## config.mk

```make
export PLATFORM = sky130hd
export DESIGN_NAME = double_to_custom_float_unit
export DESIGN_NICKNAME = d
export VERILOG_FILES = /design/src/rtl/dtcf_pkg.sv /design/src/rtl/dtcf_decode.sv /design/src/rtl/dtcf_align.sv /design/src/rtl/dtcf_round.sv /design/src/rtl/double_to_custom_float_unit.sv
export SDC_FILE = /design/constraint.sdc
export NUM_CORES = 1
export LEC_CHECK = 0
export BUFFER_PORTS_ARGS = -buffer_cell sky130_fd_sc_hd__buf_2
export CELL_PAD_IN_SITES_DETAIL_PLACEMENT = 2
export CELL_PAD_IN_SITES_GLOBAL_PLACEMENT = 2
export CORE_ASPECT_RATIO = 0.8
export CORE_MARGIN = 4
export CORE_UTILIZATION = 40
export DETAILED_ROUTE_END_ITERATION = 7
export GPL_ROUTABILITY_DRIVEN = 0
export GPL_TIMING_DRIVEN = 1
export PLACE_DENSITY_LB_ADDON = 0.08
export SETUP_SLACK_MARGIN = 0.15
export SLEW_MARGIN = 0
export SYNTH_ARGS = -nofsm -noshare
export SYNTH_HDL_FRONTEND = slang
export SYNTH_HIERARCHICAL = 1
export SYNTH_SLANG_ARGS = --single-unit
```

## constraint.sdc

```tcl
create_clock -name clk -period 9.9 [get_ports clk]
set_clock_uncertainty 0.15 [all_clocks]
set_input_delay 1.98 -clock clk [delete_from_list [all_inputs] [get_ports clk]]
set_output_delay 1.98 -clock clk [all_outputs]
set_load 0.02 [all_outputs]
```

## src/rtl/dtcf_pkg.sv

```systemverilog
`timescale 1ns / 1ps
package dtcf_pkg;

  localparam int MAX_EXP_WIDTH  = 11;
  localparam int MAX_FRAC_WIDTH = 52;
  localparam int SIG_W  = 53;
  localparam int Q_W    = 54;
  localparam int EXP_W  = 14;
  localparam int DATA_W = 72;

  localparam logic [0:0] REG_EXP_WIDTH  = 1'b0;
  localparam logic [0:0] REG_FRAC_WIDTH = 1'b1;

  // Decoded input: unbiased exponent of the value and weight of the sig lsb.
  typedef struct packed {
    logic                    sign;
    logic                    special;
    logic signed [EXP_W-1:0] x;
    logic signed [EXP_W-1:0] e;
    logic [SIG_W-1:0]        sig;
  } dec_t;

  // Shift plan for the significand.
  typedef struct packed {
    logic                    sign;
    logic                    special;
    logic signed [EXP_W-1:0] x;
    logic                    right;
    logic [5:0]              amt;
    logic [SIG_W-1:0]        sig;
  } aln_t;

  // Truncated significand with rounding bits.
  typedef struct packed {
    logic                    sign;
    logic                    special;
    logic signed [EXP_W-1:0] x;
    logic [Q_W-1:0]          q;
    logic                    guard;
    logic                    sticky;
  } shf_t;

  typedef struct packed {
    logic        overflow;
    logic [51:0] frac_field;
    logic [10:0] exp_field;
    logic        sign;
  } res_t;

endpackage

```

## src/rtl/dtcf_decode.sv

```systemverilog
`timescale 1ns / 1ps
module dtcf_decode (
  input  logic               clk,
  input  logic               rst_n,
  input  logic               v_in,
  output logic               rdy_out,
  input  logic [63:0]        value_bits,
  output logic               v_out,
  input  logic               rdy_in,
  output dtcf_pkg::dec_t     d_out
);
  import dtcf_pkg::*;

  logic   v_r;
  dec_t   d_r, d_nxt;
  logic [10:0] dexp;
  logic [51:0] mant;
  logic [5:0]  p;

  assign dexp = value_bits[62:52];
  assign mant = value_bits[51:0];

  // Leading one position of a denormal mantissa.
  always_comb begin
    p = '0;
    for (int i = 0; i < 52; i++) begin
      if (mant[i]) p = 6'(i);
    end
  end

  always_comb begin
    d_nxt.sign    = value_bits[63];
    d_nxt.special = (dexp == 11'h7FF);
    if (dexp == '0) begin
      d_nxt.sig = {1'b0, mant};
      d_nxt.e   = -14'sd1074;
      d_nxt.x   = $signed({8'b0, p}) - 14'sd1074;
    end else begin
      d_nxt.sig = {1'b1, mant};
      d_nxt.e   = $signed({3'b0, dexp}) - 14'sd1075;
      d_nxt.x   = $signed({3'b0, dexp}) - 14'sd1023;
    end
  end

  assign rdy_out = !v_r || rdy_in;

  always_ff @(posedge clk) begin
    if (!rst_n) begin
      v_r <= 1'b0;
    end else if (rdy_out) begin
      v_r <= v_in;
    end
    if (rdy_out && v_in) begin
      d_r <= d_nxt;
    end
  end

  assign v_out = v_r;
  assign d_out = d_r;
endmodule

```

## src/rtl/dtcf_align.sv

```systemverilog
`timescale 1ns / 1ps
module dtcf_align (
  input  logic               clk,
  input  logic               rst_n,
  input  logic [3:0]         ew,
  input  logic [5:0]         fw,
  input  logic               v_in,
  output logic               rdy_out,
  input  dtcf_pkg::dec_t     d_in,
  output logic               v_out,
  input  logic               rdy_in,
  output dtcf_pkg::shf_t     s_out
);
  import dtcf_pkg::*;

  logic   v1_r, v2_r, rdy1;
  aln_t   a_r, a_nxt;
  shf_t   s_r, s_nxt;
  logic signed [EXP_W-1:0] min_x, xc, sh;
  logic [10:0]  bias;
  logic [SIG_W+63:0] wide;

  assign bias  = 11'((12'd1 << (ew - 4'd1)) - 12'd1);
  assign min_x = 14'sd1 - $signed({3'b0, bias});

  // Stage A: clamp into the denormal range and find the shift.
  always_comb begin
    xc = (d_in.x < min_x) ? min_x : d_in.x;
    sh = xc - $signed({8'b0, fw}) - d_in.e;
    a_nxt.sign    = d_in.sign;
    a_nxt.special = d_in.special;
    a_nxt.x       = xc;
    a_nxt.sig     = d_in.sig;
    a_nxt.right   = (sh > 14'sd0);
    if (sh > 14'sd63) begin
      a_nxt.amt = 6'd63;
    end else if (sh > 14'sd0) begin
      a_nxt.amt = sh[5:0];
    end else begin
      a_nxt.amt = 6'(-sh);
    end
  end

  // Stage B: barrel shift, collecting guard and sticky on the right.
  always_comb begin
    wide = {a_r.sig, 64'b0} >> a_r.amt;
    s_nxt.sign    = a_r.sign;
    s_nxt.special = a_r.special;
    s_nxt.x       = a_r.x;
    if (a_r.right) begin
      s_nxt.q      = {1'b0, wide[SIG_W+63:64]};
      s_nxt.guard  = wide[63];
      s_nxt.sticky = |wide[62:0];
    end else begin
      s_nxt.q      = Q_W'({1'b0, a_r.sig} << a_r.amt);
      s_nxt.guard  = 1'b0;
      s_nxt.sticky = 1'b0;
    end
  end

  assign rdy1    = !v2_r || rdy_in;
  assign rdy_out = !v1_r || rdy1;

  always_ff @(posedge clk) begin
    if (!rst_n) begin
      v1_r <= 1'b0;
      v2_r <= 1'b0;
    end else begin
      if (rdy_out) v1_r <= v_in;
      if (rdy1)    v2_r <= v1_r;
    end
    if (rdy_out && v_in) a_r <= a_nxt;
    if (rdy1 && v1_r)    s_r <= s_nxt;
  end

  assign v_out = v2_r;
  assign s_out = s_r;
endmodule

```

## src/rtl/dtcf_round.sv

```systemverilog
`timescale 1ns / 1ps
module dtcf_round (
  input  logic               clk,
  input  logic               rst_n,
  input  logic [3:0]         ew,
  input  logic [5:0]         fw,
  input  logic               v_in,
  output logic               rdy_out,
  input  dtcf_pkg::shf_t     s_in,
  output logic               v_out,
  input  logic               rdy_in,
  output dtcf_pkg::res_t     r_out
);
  import dtcf_pkg::*;

  logic   v_r;
  res_t   r_r, r_nxt;
  logic [Q_W-1:0] qr, hidden, qf;
  logic [10:0]    bias, all_ones;
  logic signed [EXP_W-1:0] field;
  logic           norm, ovf;

  assign bias     = 11'((12'd1 << (ew - 4'd1)) - 12'd1);
  assign all_ones = 11'((12'd1 << ew) - 12'd1);
  assign hidden   = Q_W'(1) << fw;

  always_comb begin
    // Round to nearest, ties to even.
    qr    = s_in.q + Q_W'(s_in.guard && (s_in.sticky || s_in.q[0]));
    norm  = (qr >= hidden);
    field = '0;
    qf    = qr;
    if (norm) begin
      field = s_in.x + $signed({3'b0, bias});
      if (qr >= (hidden << 1)) begin
        field = field + 14'sd1;
        qf    = qr >> 1;
      end
      qf = qf - hidden;
    end
    ovf = s_in.special || (norm && field >= $signed({3'b0, all_ones}));
    r_nxt.sign     = s_in.sign;
    r_nxt.overflow = ovf;
    if (ovf) begin
      r_nxt.exp_field  = all_ones;
      r_nxt.frac_field = '0;
    end else begin
      r_nxt.exp_field  = field[10:0];
      r_nxt.frac_field = qf[51:0];
    end
  end

  assign rdy_out = !v_r || rdy_in;

  always_ff @(posedge clk) begin
    if (!rst_n) begin
      v_r <= 1'b0;
    end else if (rdy_out) begin
      v_r <= v_in;
    end
    if (rdy_out && v_in) r_r <= r_nxt;
  end

  assign v_out = v_r;
  assign r_out = r_r;
endmodule

```

## src/rtl/double_to_custom_float_unit.sv

```systemverilog
`timescale 1ns / 1ps
// Channel | Dir | Fields (tdata from bit 0 up)
// in_     | in  | value_bits[63:0]
// out_    | out | sign, exp_field[11], frac_field[52], overflow, zero pad to 72
// cfg_    | in  | cfg_index 0 = exp_width, 1 = frac_width; cfg_data[5:0]
// One word is accepted every cycle while the output is not stalled; each word passes
// through the decode, shift-plan, barrel-shift and round registers.
// Reset sets exp_width to 8, frac_width to 23 and empties the pipeline.
// A stall at the output holds every full stage; a stage refills when it is empty
// or its successor moves, so no word is dropped or duplicated.
module double_to_custom_float_unit (
  input  logic        clk,
  input  logic        rst_n,
  input  logic        in_tvalid,
  output logic        in_tready,
  input  logic [63:0] in_tdata,   // value_bits
  output logic        out_tvalid,
  input  logic        out_tready,
  output logic [71:0] out_tdata,  // sign, exp_field, frac_field, overflow, pad
  input  logic        cfg_valid,
  output logic        cfg_ready,
  input  logic [0:0]  cfg_index,
  input  logic [5:0]  cfg_data
);
  import dtcf_pkg::*;

  logic [3:0] exp_width_r;
  logic [5:0] frac_width_r;
  logic [3:0] ew;
  logic [5:0] fw;
  logic       v1, r1, v2, r2;
  dec_t       dec;
  shf_t       shf;
  res_t       res;

  assign cfg_ready = 1'b1;

  always_ff @(posedge clk) begin
    if (!rst_n) begin
      exp_width_r  <= 4'd8;
      frac_width_r <= 6'd23;
    end else if (cfg_valid) begin
      case (cfg_index)
        REG_EXP_WIDTH:  exp_width_r  <= cfg_data[3:0];
        REG_FRAC_WIDTH: frac_width_r <= cfg_data;
        default: ;
      endcase
    end
  end

  assign ew = (exp_width_r < 4'd2) ? 4'd2 :
              (exp_width_r > 4'(MAX_EXP_WIDTH)) ? 4'(MAX_EXP_WIDTH) : exp_width_r;
  assign fw = (frac_width_r < 6'd1) ? 6'd1 :
              (frac_width_r > 6'(MAX_FRAC_WIDTH)) ? 6'(MAX_FRAC_WIDTH) : frac_width_r;

  dtcf_decode u_dec (
    .clk, .rst_n, .v_in(in_tvalid), .rdy_out(in_tready), .value_bits(in_tdata),
    .v_out(v1), .rdy_in(r1), .d_out(dec)
  );

  dtcf_align u_aln (
    .clk, .rst_n, .ew, .fw, .v_in(v1), .rdy_out(r1), .d_in(dec),
    .v_out(v2), .rdy_in(r2), .s_out(shf)
  );

  dtcf_round u_rnd (
    .clk, .rst_n, .ew, .fw, .v_in(v2), .rdy_out(r2), .s_in(shf),
    .v_out(out_tvalid), .rdy_in(out_tready), .r_out(res)
  );

  assign out_tdata = {7'b0, res.overflow, res.frac_field, res.exp_field, res.sign};

  a_ovf_inf: assert property (@(posedge clk) disable iff (!rst_n)
    out_tvalid && out_tdata[64] |-> out_tdata[63:12] == 52'b0)
    else $error("overflow result carries a nonzero fraction");

  a_no_block: assert property (@(posedge clk) disable iff (!rst_n)
    out_tready |-> in_tready)
    else $error("pipeline blocks input while output is ready");

  a_exp_range: assert property (@(posedge clk) disable iff (!rst_n)
    out_tvalid && !out_tdata[64] |->
      out_tdata[11:1] != 11'((12'd1 << ew) - 12'd1))
    else $error("finite result uses the infinity exponent");
endmodule

```

==> flow_metrics.py <==
metrics = {
    "route": {
        "drc_errors": 0,
        "drt_iter0_markers": 2464,
        "vias": 26900,
        "ant_nets": 0,
        "routedWlPerCell_um": 27.1,
        "avgViaCountPerCell": 6.27,
        "routed_wl_um": 117000,
        "drt_first_pass_iters": 6,
    },
    "timing": {
        "setup_tns_ns": 0,
        "holdWs_ns": 0.266,
        "worst_slew_pin_slew_ns": 1.24,
        "post-route-period-util_pct": 94.2,
        "fmax_mhz": 107,
        "max_slew_margin_pct": 15.3,
        "rsz0062_at_grt": "false",
        "report.final.slew_viol_count": 0,
        "period_minus_slack_ns": 9.33,
        "hold_violations": 0,
        "setup_viol": 0,
    },
    "critical_path": {
        "max_stage_delay_ns": 0.93,
        "cp_slowest_cell": "nor4_1",
        "r2r_end": "u_rnd/r_out[60]",
        "r2r_start": "u_aln/s_out[25]",
        "start_kind": "flop",
        "crit_arrival_ns": 9.50,
        "crit_path_max_fanout": 25,
        "end_kind": "flop",
        "reg2reg_depth": 29,
        "rrSetupSlack_ns": 0.57,
        "required_ns": 10.07,
        "crit_type": "flop to flop",
    },
    "cts": {
        "cts_buffers": 39,
        "cts_htree_levels": 2,
        "cts_tree": "built",
        "clock_sinks": 306,
        "clk_path_buf_depth": 3,
        "clock-root-buffer": "clkbuf_16",
        "clkLatencyLatePin_ns": 0.61,
        "clk_pin_slew_ns": 0.06,
    },
    "hold_path": {
        "hold_path_depth": 0,
        "hold_class": "flop to flop",
        "whs_endpoint": "u_rnd/r_out[0]",
        "hp-start": "u_aln/s_out[71]",
    },
    "placed_design": {
        "place.port_buffers": 142,
        "post-dp-hpwl_um": 90700,
        "dp.cells": 4225,
    },
    "finish": {
        "final-seq-area_um2": 9050,
        "areaGrowthSynthToFinish_pct": 9.83,
        "stdcell_count": 4297,
        "drive_above_1_share_pct": 13.6,
        "n_fill_cell": 7935,
        "final_nets": 3633,
        "final_core_util_pct": 44.2,
        "multiInputGateArea_um2": 18600,
    },
    "synth": {
        "synth_commonest_cells": "443 x nor2_1, 310 x nand2_1, 292 x edfxtp_1",
        "synth_cells": 3271,
        "synth-edff-count": 292,
        "synth_area_leaders": "edfxtp_1 30%, ha_1 9.8%, nor2_1 5.7%",
        "synthArstFlopShare_pct": 0,
        "synth-main-ff-cell": "edfxtp_1",
        "yosysSeqAreaShare_pct": 31.2,
        "ys_warn_count": 6,
        "yosysMostFrequentCell": "nor2_1",
        "syn_area_um2": 29000,
        "syn_area_per_cell_um2": 8.87,
        "yosysTopAreaCell": "edfxtp_1",
        "yosysTopAreaCellShare_pct": 30.2,
        "synth-seq-cells": 306,
        "yosysUniqueCellTypes": 111,
    },
    "die": {
        "die_width_um": 309,
        "io_pins": 151,
        "initial_core_util_pct": 40.3,
        "die_y_um": 249,
        "core_area_um2": 72000,
        "dieArea_um2": 76900,
        "rows": 88,
    },
    "grt": {
        "track_usage_pct": 29.5,
        "antenna_found_initial": 3,
        "grt_overflow": 0,
        "grt_pass1_wl_um": 178000,
        "grt_max_degree": 75,
        "grt_pass1_vias": 28400,
    },
    "pwr": {
        "powerDensity_nw_per_um2": 177,
        "max-vdd-ir-drop_mv": 0.129,
        "power.total_mw": 5.65,
        "leakagePower_nw": 12.0,
    },
    "outcome": {
        "outcome": "finished clean",
    },
    "flow_run": {
        "maxCapViolCount": 0,
    },
}
worst max-delay path by stage:
stage	start	end	slack (ns)	depth (start not counted)
4_1_cts	exp_width_r[3]	u_aln/a_r[56]	0.43	35
5_1_grt	u_aln/s_out[25]	u_rnd/r_out[60]	0.16	29
6_report	u_aln/s_out[25]	u_rnd/r_out[60]	0.57	29
2_1_floorplan	exp_width_r[3]	u_aln/a_r[56]	1.83	36
3_5_place_dp	exp_width_r[3]	u_aln/a_r[56]	0.54	35
3_3_place_gp	u_aln/s_out[2]	u_rnd/r_out[57]	0.93	30
layer usage:
metal	share of wire (%)	wire length, um	global-route usage, %
met4	2.5	2880	7.41
met1	44	51100	39.6
met5	0.019	22	0
met3	6.6	7650	6.12
met2	47	54900	48.8
cell families (layout without fill, tap and decap cells):
group / Yosys count / in the layout / synth area share [%]
compound gates: 802 / 802 / 17.8
xor+xnor: 154 / 154 / 4.68
fa+ha+maj: 236 / 236 / 10.4
buf+inv: 338 / 412 / 4.85
flops: 306 / 306 / 31.2
mux: 263 / 263 / 12.4
other cells: 2 / 9 / 0.0259
simple gates: 1170 / 1170 / 18.7
layout make-up:
cell class                 count  share of cell area (%)
antenna                        1                 0.00785
sequential                   306                    28.4
tap                          945                    3.71
clock inverter                29                    1.06
clock buffer                  42                    3.20
timing repair buffer         187                    3.29
multi-input combinational   2633                    58.5
inverter                     154                    1.82
power breakdown:
group          switching, mW  leakage (nW)  internal, mW
registers             0.0584          2.81          1.54
clock network          0.651         0.665         0.889
logic                   1.66          8.53         0.858
total                   2.37          12.0          3.28
worst max-delay path: cells and delay by family, from the launching register on:
| kind | cells | cell delay [ns] |
|---|---|---|
| AO/OA/AOI/OAI | 11 | 2.85 |
| adder cells (fa/ha/maj) | 3 | 0.84 |
| buffers and inverters | 1 | 0.06 |
| flip-flops | 1 | 0.44 |
| XOR/XNOR | 2 | 0.68 |
| AND/OR/NAND/NOR | 12 | 4.06 |
what timing repair did:
action,in CTS,in global routing
resized for setup,0,7
setup buffers,0,0
setup endpoints to repair,0,21
hold buffers,0,0
state kept, by name, summed over array words and instances (netlist names):
| name | cells |
|---|---|
| exp_width_r | 4 |
| u_dec/d_out | 79 |
| u_aln/a_r | 76 |
| frac_width_r | 6 |
| u_dec/v_out | 1 |
| u_rnd/r_out | 65 |
| u_aln/s_out | 72 |
| u_aln/v_out | 1 |
| u_aln/v1_r | 1 |
| u_rnd/v_out | 1 |
cell usage in the layout (no fill, tap or decap), drive strengths merged, types with 20 or more instances in the layout:
cell and count:
xnor2 99, mux2 51, a211oi 52, nand4 46, and2 20, inv 158, o22ai 20, nand3 85
edfxtp 292, ha 228, o21a 28, clkbuf 42, xor2 55, nor3 77, o21ai 177, buf 187
and3 33, mux4 71, a21oi 274, nor4 28, nor2b 23, mux2i 141, nand2b 37, a21o 50
nor2 445, nand2 310
through the flow:
step	setup slack, ns	instance area [um2]
finish	0.572	31900
CTS	0.432	31800
floorplan	1.83	29000
global placement	0.932	30500
detailed placement	0.544	30500
global route	0.162	31900
Power figures use the tool's default switching activity.
